**config.mk**
```make
export PLATFORM = sky130hd
export DESIGN_NAME = bcd_date_to_unix_seconds_flat
export DESIGN_NICKNAME = d
export VERILOG_FILES = /design/src/hdl/bdus_pkg.sv /design/src/hdl/bdus_ifs.sv /design/src/hdl/bdus_front.sv /design/src/hdl/bdus_queue.sv /design/src/hdl/bdus_back.sv /design/src/hdl/bcd_date_to_unix_seconds.sv /design/src/flat_wrapper.sv
export SDC_FILE = /design/constraint.sdc
export NUM_CORES = 1
export LEC_CHECK = 0
export ABC_AREA = 0
export BUFFER_PORTS_ARGS = -buffer_cell sky130_fd_sc_hd__buf_4
export CAP_MARGIN = 40
export CORE_MARGIN = 3
export CORE_UTILIZATION = 60
export CTS_CLUSTER_DIAMETER = 80
export CTS_CLUSTER_SIZE = 10
export DETAILED_ROUTE_END_ITERATION = 7
export PLACE_DENSITY = 0.78
export SYNTH_ARGS = -nofsm -noshare
export SYNTH_HDL_FRONTEND = slang
export SYNTH_SLANG_ARGS = --single-unit
```
**constraint.sdc**
```tcl
create_clock -name clk -period 11.7 [get_ports clk]
set_input_delay 1.17 -clock clk [delete_from_list [all_inputs] [get_ports clk]]
set_output_delay 1.17 -clock clk [all_outputs]
set_load 0.03 [all_outputs]
```
**src/hdl/bdus_pkg.sv**
```systemverilog
// shared types, constants and helpers for the bcd date to epoch seconds converter
package bdus_pkg;

  localparam int QUEUE_DEPTH = 2;

  localparam int DAYS_W = 32;
  localparam int TOD_W  = 20;

  localparam logic [31:0] SECONDS_PER_DAY  = 32'd86400;
  localparam logic [19:0] SECONDS_PER_HOUR = 20'd3600;
  localparam logic [19:0] SECONDS_PER_MIN  = 20'd60;

  localparam logic [8:0]  YEAR_BIAS      = 9'd30;   // 2000 - 1970
  localparam logic [16:0] DAYS_PER_YEAR  = 17'd365;
  localparam logic [5:0]  LEAPS_BEFORE   = 6'd7;    // leap years 1970 to 1999
  localparam logic [7:0]  CENTURY_YEAR   = 8'd100;  // 2100, not a leap year
  localparam logic [7:0]  FIRST_NO_LEAP  = 8'd101;  // first year that counts 2100
  localparam logic [7:0]  FEBRUARY       = 8'd2;
  localparam logic [7:0]  DECEMBER       = 8'd12;

  localparam logic [8:0] MONTH_START [12] = '{
    9'd0, 9'd31, 9'd59, 9'd90, 9'd120, 9'd151,
    9'd181, 9'd212, 9'd243, 9'd273, 9'd304, 9'd334
  };

  // work item handed from front to back
  typedef struct packed {
    logic [DAYS_W-1:0] days;
    logic [TOD_W-1:0]  tod;
  } bdus_item_t;

  // two bcd digits to binary, digits above nine taken at face value
  function automatic logic [7:0] bcd_decode(input logic [7:0] b);
    logic [7:0] hi;
    hi = {4'd0, b[7:4]};
    return (hi << 3) + (hi << 1) + {4'd0, b[3:0]};
  endfunction

endpackage

```
**src/hdl/bdus_ifs.sv**
```systemverilog
// handshake channels for date words in and epoch words out
interface bdus_date_if;
  logic       valid;
  logic       ready;
  logic [7:0] second_bcd;
  logic [7:0] minute_bcd;
  logic [7:0] hour_bcd;
  logic [7:0] day_bcd;
  logic [7:0] month_bcd;
  logic [7:0] year_bcd;

  modport source (output valid, second_bcd, minute_bcd, hour_bcd, day_bcd, month_bcd,
                  year_bcd, input ready);
  modport sink (input valid, second_bcd, minute_bcd, hour_bcd, day_bcd, month_bcd,
                year_bcd, output ready);
endinterface

interface bdus_epoch_if;
  logic        valid;
  logic        ready;
  logic [31:0] epoch_seconds;

  modport source (output valid, epoch_seconds, input ready);
  modport sink (input valid, epoch_seconds, output ready);
endinterface

```
**src/hdl/bdus_front.sv**
```systemverilog
// front end: decodes the bcd bytes into a day count and a time of day
module bdus_front (
  bdus_date_if.sink          date,
  input  logic               full,
  output logic               push,
  output bdus_pkg::bdus_item_t item
);
  import bdus_pkg::*;

  logic [7:0]  sec, min, hour, day, month, yd;
  logic [8:0]  years;
  logic [16:0] year_days;
  logic [8:0]  yd_round;
  logic [5:0]  leaps;
  logic [8:0]  month_off;
  logic        leap_day;

  always_comb begin
    sec   = bcd_decode(date.second_bcd);
    min   = bcd_decode(date.minute_bcd);
    hour  = bcd_decode(date.hour_bcd);
    day   = bcd_decode(date.day_bcd);
    month = bcd_decode(date.month_bcd);
    yd    = bcd_decode(date.year_bcd);

    years     = {1'b0, yd} + YEAR_BIAS;
    year_days = {8'd0, years} * DAYS_PER_YEAR;

    // leap years from 2000 up to the year before, 2100 dropped
    yd_round = {1'b0, yd} + 9'd3;
    leaps    = LEAPS_BEFORE + yd_round[7:2] - {5'd0, (yd >= FIRST_NO_LEAP)};

    month_off = '0;
    if ((month != 8'd0) && (month <= DECEMBER)) begin
      month_off = MONTH_START[month[3:0] - 4'd1];
    end

    leap_day = (month > FEBRUARY) && (yd[1:0] == 2'b00) && (yd != CENTURY_YEAR);

    item.days = DAYS_W'(year_days) + DAYS_W'(leaps) + DAYS_W'(month_off)
              + DAYS_W'(leap_day) + DAYS_W'(day) - DAYS_W'(1);
    item.tod  = TOD_W'(hour) * SECONDS_PER_HOUR + TOD_W'(min) * SECONDS_PER_MIN
              + TOD_W'(sec);
  end

  assign date.ready = !full;
  assign push       = date.valid && !full;

endmodule

```
**src/hdl/bdus_queue.sv**
```systemverilog
// short fifo between front and back
module bdus_queue #(
  parameter int DEPTH = bdus_pkg::QUEUE_DEPTH
) (
  input  logic                 clk,
  input  logic                 rst,
  input  logic                 push,
  input  bdus_pkg::bdus_item_t wr_item,
  output logic                 full,
  input  logic                 pop,
  output bdus_pkg::bdus_item_t rd_item,
  output logic                 avail
);
  import bdus_pkg::*;

  localparam int PTR_W = $clog2(DEPTH);
  localparam int CNT_W = $clog2(DEPTH + 1);

  bdus_item_t        slots [DEPTH];
  logic [PTR_W-1:0]  wr_ptr, rd_ptr;
  logic [CNT_W-1:0]  count, count_next;

  assign full    = (count == CNT_W'(DEPTH));
  assign avail   = (count != '0);
  assign rd_item = slots[rd_ptr];

  always_comb begin
    count_next = count;
    if (push && !pop) count_next = count + CNT_W'(1);
    if (pop && !push) count_next = count - CNT_W'(1);
  end

  always_ff @(posedge clk) begin
    if (push) slots[wr_ptr] <= wr_item;
  end

  always_ff @(posedge clk) begin
    if (rst) begin
      wr_ptr <= '0;
      rd_ptr <= '0;
      count  <= '0;
    end else begin
      count <= count_next;
      if (push) wr_ptr <= (wr_ptr == PTR_W'(DEPTH - 1)) ? '0 : wr_ptr + PTR_W'(1);
      if (pop)  rd_ptr <= (rd_ptr == PTR_W'(DEPTH - 1)) ? '0 : rd_ptr + PTR_W'(1);
    end
  end

endmodule

```
**src/hdl/bdus_back.sv**
```systemverilog
// back end: scales the day count to seconds and holds the output word
module bdus_back (
  input  logic                 clk,
  input  logic                 rst,
  input  logic                 avail,
  input  bdus_pkg::bdus_item_t head,
  output logic                 pop,
  bdus_epoch_if.source         epoch
);
  import bdus_pkg::*;

  logic [31:0] total;

  assign total = head.days * SECONDS_PER_DAY + 32'(head.tod);
  assign pop   = avail && (!epoch.valid || epoch.ready);

  always_ff @(posedge clk) begin
    if (rst) begin
      epoch.valid <= 1'b0;
    end else if (!epoch.valid || epoch.ready) begin
      epoch.valid <= avail;
    end
  end

  always_ff @(posedge clk) begin
    if (pop) epoch.epoch_seconds <= total;
  end

endmodule

```
**src/hdl/bcd_date_to_unix_seconds.sv**
```systemverilog
// top level: rtc bcd date and time words in, unix epoch seconds words out
//
// Each date word (second, minute, hour, day, month and two-digit year, all in
// bcd) yields one 32-bit count of seconds since 1970-01-01 00:00:00, wrapping
// modulo 2^32. Years run from 2000 to 2165 with gregorian leap rules; bcd
// digits above nine are used at face value, a month outside one to twelve adds
// no month offset, and day zero stands for the last day of the month before.
// The front end decodes a word and forms its day count and time of day in the
// cycle it is accepted and writes them to a short fifo; the back end takes the
// head of the fifo, multiplies the day count by 86400 and registers the result.
// One word is accepted every cycle while the fifo is not full, and a result
// passes through a fifo slot and then the output register. The fifo lets input
// keep flowing for QUEUE_DEPTH more words while the output register waits.
module bcd_date_to_unix_seconds #(
  parameter int QUEUE_DEPTH = bdus_pkg::QUEUE_DEPTH
) (
  input logic          clk,
  input logic          rst,
  bdus_date_if.sink    date,
  bdus_epoch_if.source epoch
);
  import bdus_pkg::*;

  // front to fifo
  bdus_item_t wr_item;
  logic       push;
  logic       q_full;

  // fifo to back
  bdus_item_t rd_item;
  logic       pop;
  logic       q_avail;

  bdus_front u_front (
    .date (date),
    .full (q_full),
    .push (push),
    .item (wr_item)
  );

  bdus_queue #(
    .DEPTH (QUEUE_DEPTH)
  ) u_queue (
    .clk     (clk),
    .rst     (rst),
    .push    (push),
    .wr_item (wr_item),
    .full    (q_full),
    .pop     (pop),
    .rd_item (rd_item),
    .avail   (q_avail)
  );

  bdus_back u_back (
    .clk   (clk),
    .rst   (rst),
    .avail (q_avail),
    .head  (rd_item),
    .pop   (pop),
    .epoch (epoch)
  );

`ifndef SYNTH
  // input only stalls when the fifo is full
  a_stall_only_full: assert property (@(posedge clk) disable iff (rst)
    !date.ready |-> q_full)
    else $error("date word stalled with fifo space free");

  // a word taken from the fifo shows at the output next cycle
  a_pop_shows: assert property (@(posedge clk) disable iff (rst)
    pop |=> epoch.valid)
    else $error("popped word did not reach the output");

  // never pop an empty fifo
  a_no_empty_pop: assert property (@(posedge clk) disable iff (rst)
    pop |-> q_avail)
    else $error("pop from empty fifo");
`endif

endmodule
```
**src/flat_wrapper.sv**
```systemverilog
// flat-port wrapper written by rule: the top's interface ports become plain ports
module bcd_date_to_unix_seconds_flat import bdus_pkg::*;
#(
  parameter int QUEUE_DEPTH = bdus_pkg::QUEUE_DEPTH
)
  (clk, rst, date_valid, date_second_bcd, date_minute_bcd, date_hour_bcd, date_day_bcd, date_month_bcd, date_year_bcd, date_ready, epoch_valid, epoch_epoch_seconds, epoch_ready);
  bdus_date_if date_i ();
  bdus_epoch_if epoch_i ();
  input logic clk;
  input logic rst;
  input wire logic [$bits(date_i.valid)-1:0] date_valid;
  input wire logic [$bits(date_i.second_bcd)-1:0] date_second_bcd;
  input wire logic [$bits(date_i.minute_bcd)-1:0] date_minute_bcd;
  input wire logic [$bits(date_i.hour_bcd)-1:0] date_hour_bcd;
  input wire logic [$bits(date_i.day_bcd)-1:0] date_day_bcd;
  input wire logic [$bits(date_i.month_bcd)-1:0] date_month_bcd;
  input wire logic [$bits(date_i.year_bcd)-1:0] date_year_bcd;
  output wire logic [$bits(date_i.ready)-1:0] date_ready;
  output wire logic [$bits(epoch_i.valid)-1:0] epoch_valid;
  output wire logic [$bits(epoch_i.epoch_seconds)-1:0] epoch_epoch_seconds;
  input wire logic [$bits(epoch_i.ready)-1:0] epoch_ready;
  assign date_i.valid = date_valid;
  assign date_i.second_bcd = date_second_bcd;
  assign date_i.minute_bcd = date_minute_bcd;
  assign date_i.hour_bcd = date_hour_bcd;
  assign date_i.day_bcd = date_day_bcd;
  assign date_i.month_bcd = date_month_bcd;
  assign date_i.year_bcd = date_year_bcd;
  assign date_ready = date_i.ready;
  assign epoch_valid = epoch_i.valid;
  assign epoch_epoch_seconds = epoch_i.epoch_seconds;
  assign epoch_i.ready = epoch_ready;
  bcd_date_to_unix_seconds #(.QUEUE_DEPTH(QUEUE_DEPTH)) u_core (.clk(clk), .rst(rst), .date(date_i), .epoch(epoch_i));
endmodule
```
==> metrics.md <==
| Metric | Value |
|---|---|
| Share of cells above drive strength 1 | `approximately 11%` |
| Reg-to-reg slack, setup | `between 4 and 5 ns` |
| Final setup vio count | `0` |
| # IOs | `86` |
| Postcts setup bufs | `0` |
| RSZ-0062 raised after global routing | `no` |
| Vias in the first global route | `~11000` |
| Worst setup path class | `input pin to flip-flop` |
| Synth Register Bits | `128` |
| Drt wl/cell | `between 10 and 15 um` |
| Relative slew slack | `41.7%` |
| Port Buf Inserts | `85` |
| FMAX | `about 0.10 GHz` |
| Status | `completed` |
| Antenna cells | `0` |
| Starting Density | `around 62%` |
| H-tree depth | `4` |
| Total Wirelength | `29200 um` |
| Area delta synth->final | `10.4%` |
| Row count | `59` |
| Antenna violations before repair | `0` |
| Synth cell types | `79` |
| CTS tree | `done` |
| Vert. Die Dim | `roughly 170 um` |
| Worst R2R Path Depth | `26` |
| Worst Path Required | `11.84 ns` |
| Nets@finish | `approximately 2200` |
| Total grt overflow | `0` |
| Yosys Warn Count | `0` |
| DRC | `0` |
| Hold path depth | `2` |
| Final hold vios | `0` |
| Final Skew | `roughly 0.011 ns` |
| Least-Margin Pin Slew | `between 0.8 and 0.9 ns` |
| GRT Total Usage | `a little over a fifth` |
| Die area | `around 29000 um^2` |
| Largest net degree at the start of global routing | `between 40 and 50` |
| Final setup TNS | `0 ns` |
| Slew Limit Fails | `0` |
| Sequential element share of the synthesized area | `around a quarter` |
| Mapped Cells | `~1600` |
| Clock sink count | `approximately 130` |
| Total of max-cap violations | `0` |
| Core area | `26300 um^2` |
| Die W | `170 um` |
| Root Driver | `clkbuf_16` |
| Bufs on Longest Clock Path | `2` |
| Synth Flop Type | `edfxtp_1` |
| CTS resizes | `0` |
| Number of flops mapped to enable cells by yosys | `between 100 and 150` |
| Crit. End Element | `flip-flop` |
| First-pass GRT wire length | `just over 50000 um` |
| First-pass iteration count of the detailed router | `7` |
| Clock latency on the worst-skew pair | `roughly 0.42 ns` |
| Crit-path slowest cell | `fa_1` |
| Post-Synthesis Cell Area | `approximately 16000 um^2` |
| Hold Startpoint | `u_core.u_back.epoch.valid` |
| Final Wtd Congestion | `0.917` |
| Crit share post-route | `between 80 and 90%` |
| Crit start category | `input pin` |
| Clk pin slew, worst setup/hold paths | `around 0.06 ns` |
| Starting DRT DRC Count | `just over 500` |
| Crit-path most repeated cell | `ha_1` |
| Routed Antenna Nets | `0` |
| Critical path peak fanout | `6` |
| Reg-to-Reg End | `u_core.u_back.epoch.epoch_seconds[31]` |
| Number of CTS-inserted buffers | `17` |
| Post-synth ARST share | `0%` |
| Avg Synthesized Cell Area | `slightly above 10 um^2` |
| Data arrival, critical path | `between 9 and 10 ns` |
| Fin crit period | `between 9 and 10 ns` |
| Routed vias/inst | `approximately 5.4` |
| Hold Path Sink | `u_core.u_back.epoch.valid` |
| Vias | `10987` |
| Delay of the slowest critical-path stage | `between 0.5 and 0.6 ns` |
| DP Wirelength | `roughly 24000 um` |
| Worst Hold Class | `flip-flop to flip-flop` |
| Hold-fix buffers at CTS | `0` |
==> area by class of cell <==
class	count	area, um^2
fillers	1991	8440
clock buffers	21	514
flip-flops and latches	128	3780
well taps	335	419
multi-input cells	1098	11000
repair buffers	89	677
clock inverters	11	86.3
inverters	361	1360
==> through the flow <==
step | std cells | area, um^2 | hold slack (ns) | util (%) | worst slack [ns]
2_1_floorplan | 1598 | 16200 | 0.479 | - | 2.30
3_3_place_gp | 2009 | 17200 | 0.485 | 65.5 | 1.71
3_5_place_dp | 2011 | 17200 | 0.505 | 65.6 | 1.48
4_1_cts | 2043 | 17800 | 0.516 | 67.9 | 1.87
5_1_grt | 2043 | 17800 | 0.544 | 67.9 | 1.29
6_report | 2043 | 17800 | 0.512 | 67.9 | 1.89
==> cells by family (layout without fill, tap and decap cells) <==
group	count (synthesis)	in the layout	share of synthesized area [%]
AOI/OAI and AO/OA	248	248	10.5
adders and majority gates	429	429	38.9
DFF	128	128	23.4
and+or+nand+nor	224	224	7.30
buffers and inverters	372	482	8.64
xor gates and xnor gates	144	144	7.93
other	1	3	0.0232
muxes	50	50	3.29
==> worst max-delay path: cells and delay by family <==
kind / cells / cell delay [ns]
adders and majority gates: 10 / 4.08
AOI/OAI and AO/OA: 13 / 3.15
xor gates and xnor gates: 3 / 0.76
and+or+nand+nor: 2 / 0.41
buffers and inverters: 6 / 0.34
==> Yosys cell counts (5+ instances only) <==
library cell	number	area, um^2
inv_1	361	1360
ha_1	307	3840
edfxtp_1	122	3660
fa_1	122	2440
xnor2_1	98	858
a21oi_1	72	360
nor2_1	65	244
xor2_1	44	385
o21ai_0	36	180
nand2_1	35	131
a21o_1	32	240
mux2_2	25	282
mux2i_1	25	250
o21a_1	23	173
nor3_1	20	100
nand3_1	18	90.1
o21bai_1	15	113
nor2b_1	14	87.6
and2_1	10	62.6
or3_1	10	62.6
and3_1	9	56.3
nand2b_1	9	56.3
clkbuf_1	8	30.0
o31ai_1	7	52.6
dfxtp_1	6	120
o211ai_1	6	45.0
a21oi_2	5	43.8
and4_1	5	43.8
==> per-layer routing <==
| layer | global-route usage, % | wire length (um) | up-vias | part of all wire (%) |
|---|---|---|---|---|
| li1 | - | - | 5557 | - |
| met1 | 28.8 | 13900 | 5218 | 48 |
| met2 | 36.3 | 14100 | 176 | 48 |
| met3 | 2.93 | 902 | 36 | 3.1 |
| met4 | 4.41 | 357 | 0 | 1.2 |
| met5 | 0 | 0 | - | 0 |
==> how the worst max path moves through the flow <==
stage,slack [ns],cells past startpoint,end,startpoint
final,1.89,34,u_core.u_queue.slots[1][40],date_year_bcd[3]
after global placement,1.71,34,u_core.u_queue.slots[0][40],date_year_bcd[3]
after detailed placement,1.48,34,u_core.u_queue.slots[1][40],date_year_bcd[3]
after CTS,1.87,34,u_core.u_queue.slots[1][40],date_year_bcd[3]
after global routing,1.29,34,u_core.u_queue.slots[1][40],date_year_bcd[3]
after floorplan,2.30,33,u_core.u_queue.slots[0][40],date_year_bcd[3]
==> flip-flops by register name, summed over array words and instances, names as in the netlist, named ones only <==
signal                             flops
u_core.u_queue.rd_ptr                  1
u_core.u_queue.slots                  90
u_core.u_queue.count                   2
u_core.u_back.epoch.valid              1
u_core.u_back.epoch.epoch_seconds     32
u_core.u_queue.wr_ptr                  1
==> layout by cell type (no fill, tap or decap), drive strengths merged, types with 4 or more instances in the layout <==
cell type and instances:
o211ai 8, a211oi 8, xnor2 98, o31ai 8
edfxtp 122, buf 89, nand4 4, mux2 25
xor2 45, or3 12, nand2b 9, nand3 18
o21ai 41, fa 122, nor3 21, clkbuf 21
a31oi 4, o21bai 15, and3 10, nor2 65
dfxtp 6, and4 5, mux2i 25, and2 11
a21o 32, inv 369, nand2 35, nor2b 14
nor4 4, o21a 23, a21oi 77, ha 307
Power is left out: the tool's default activity adds up to more than one toggle a clock period on the data nets, which glitch-free logic cannot reach.
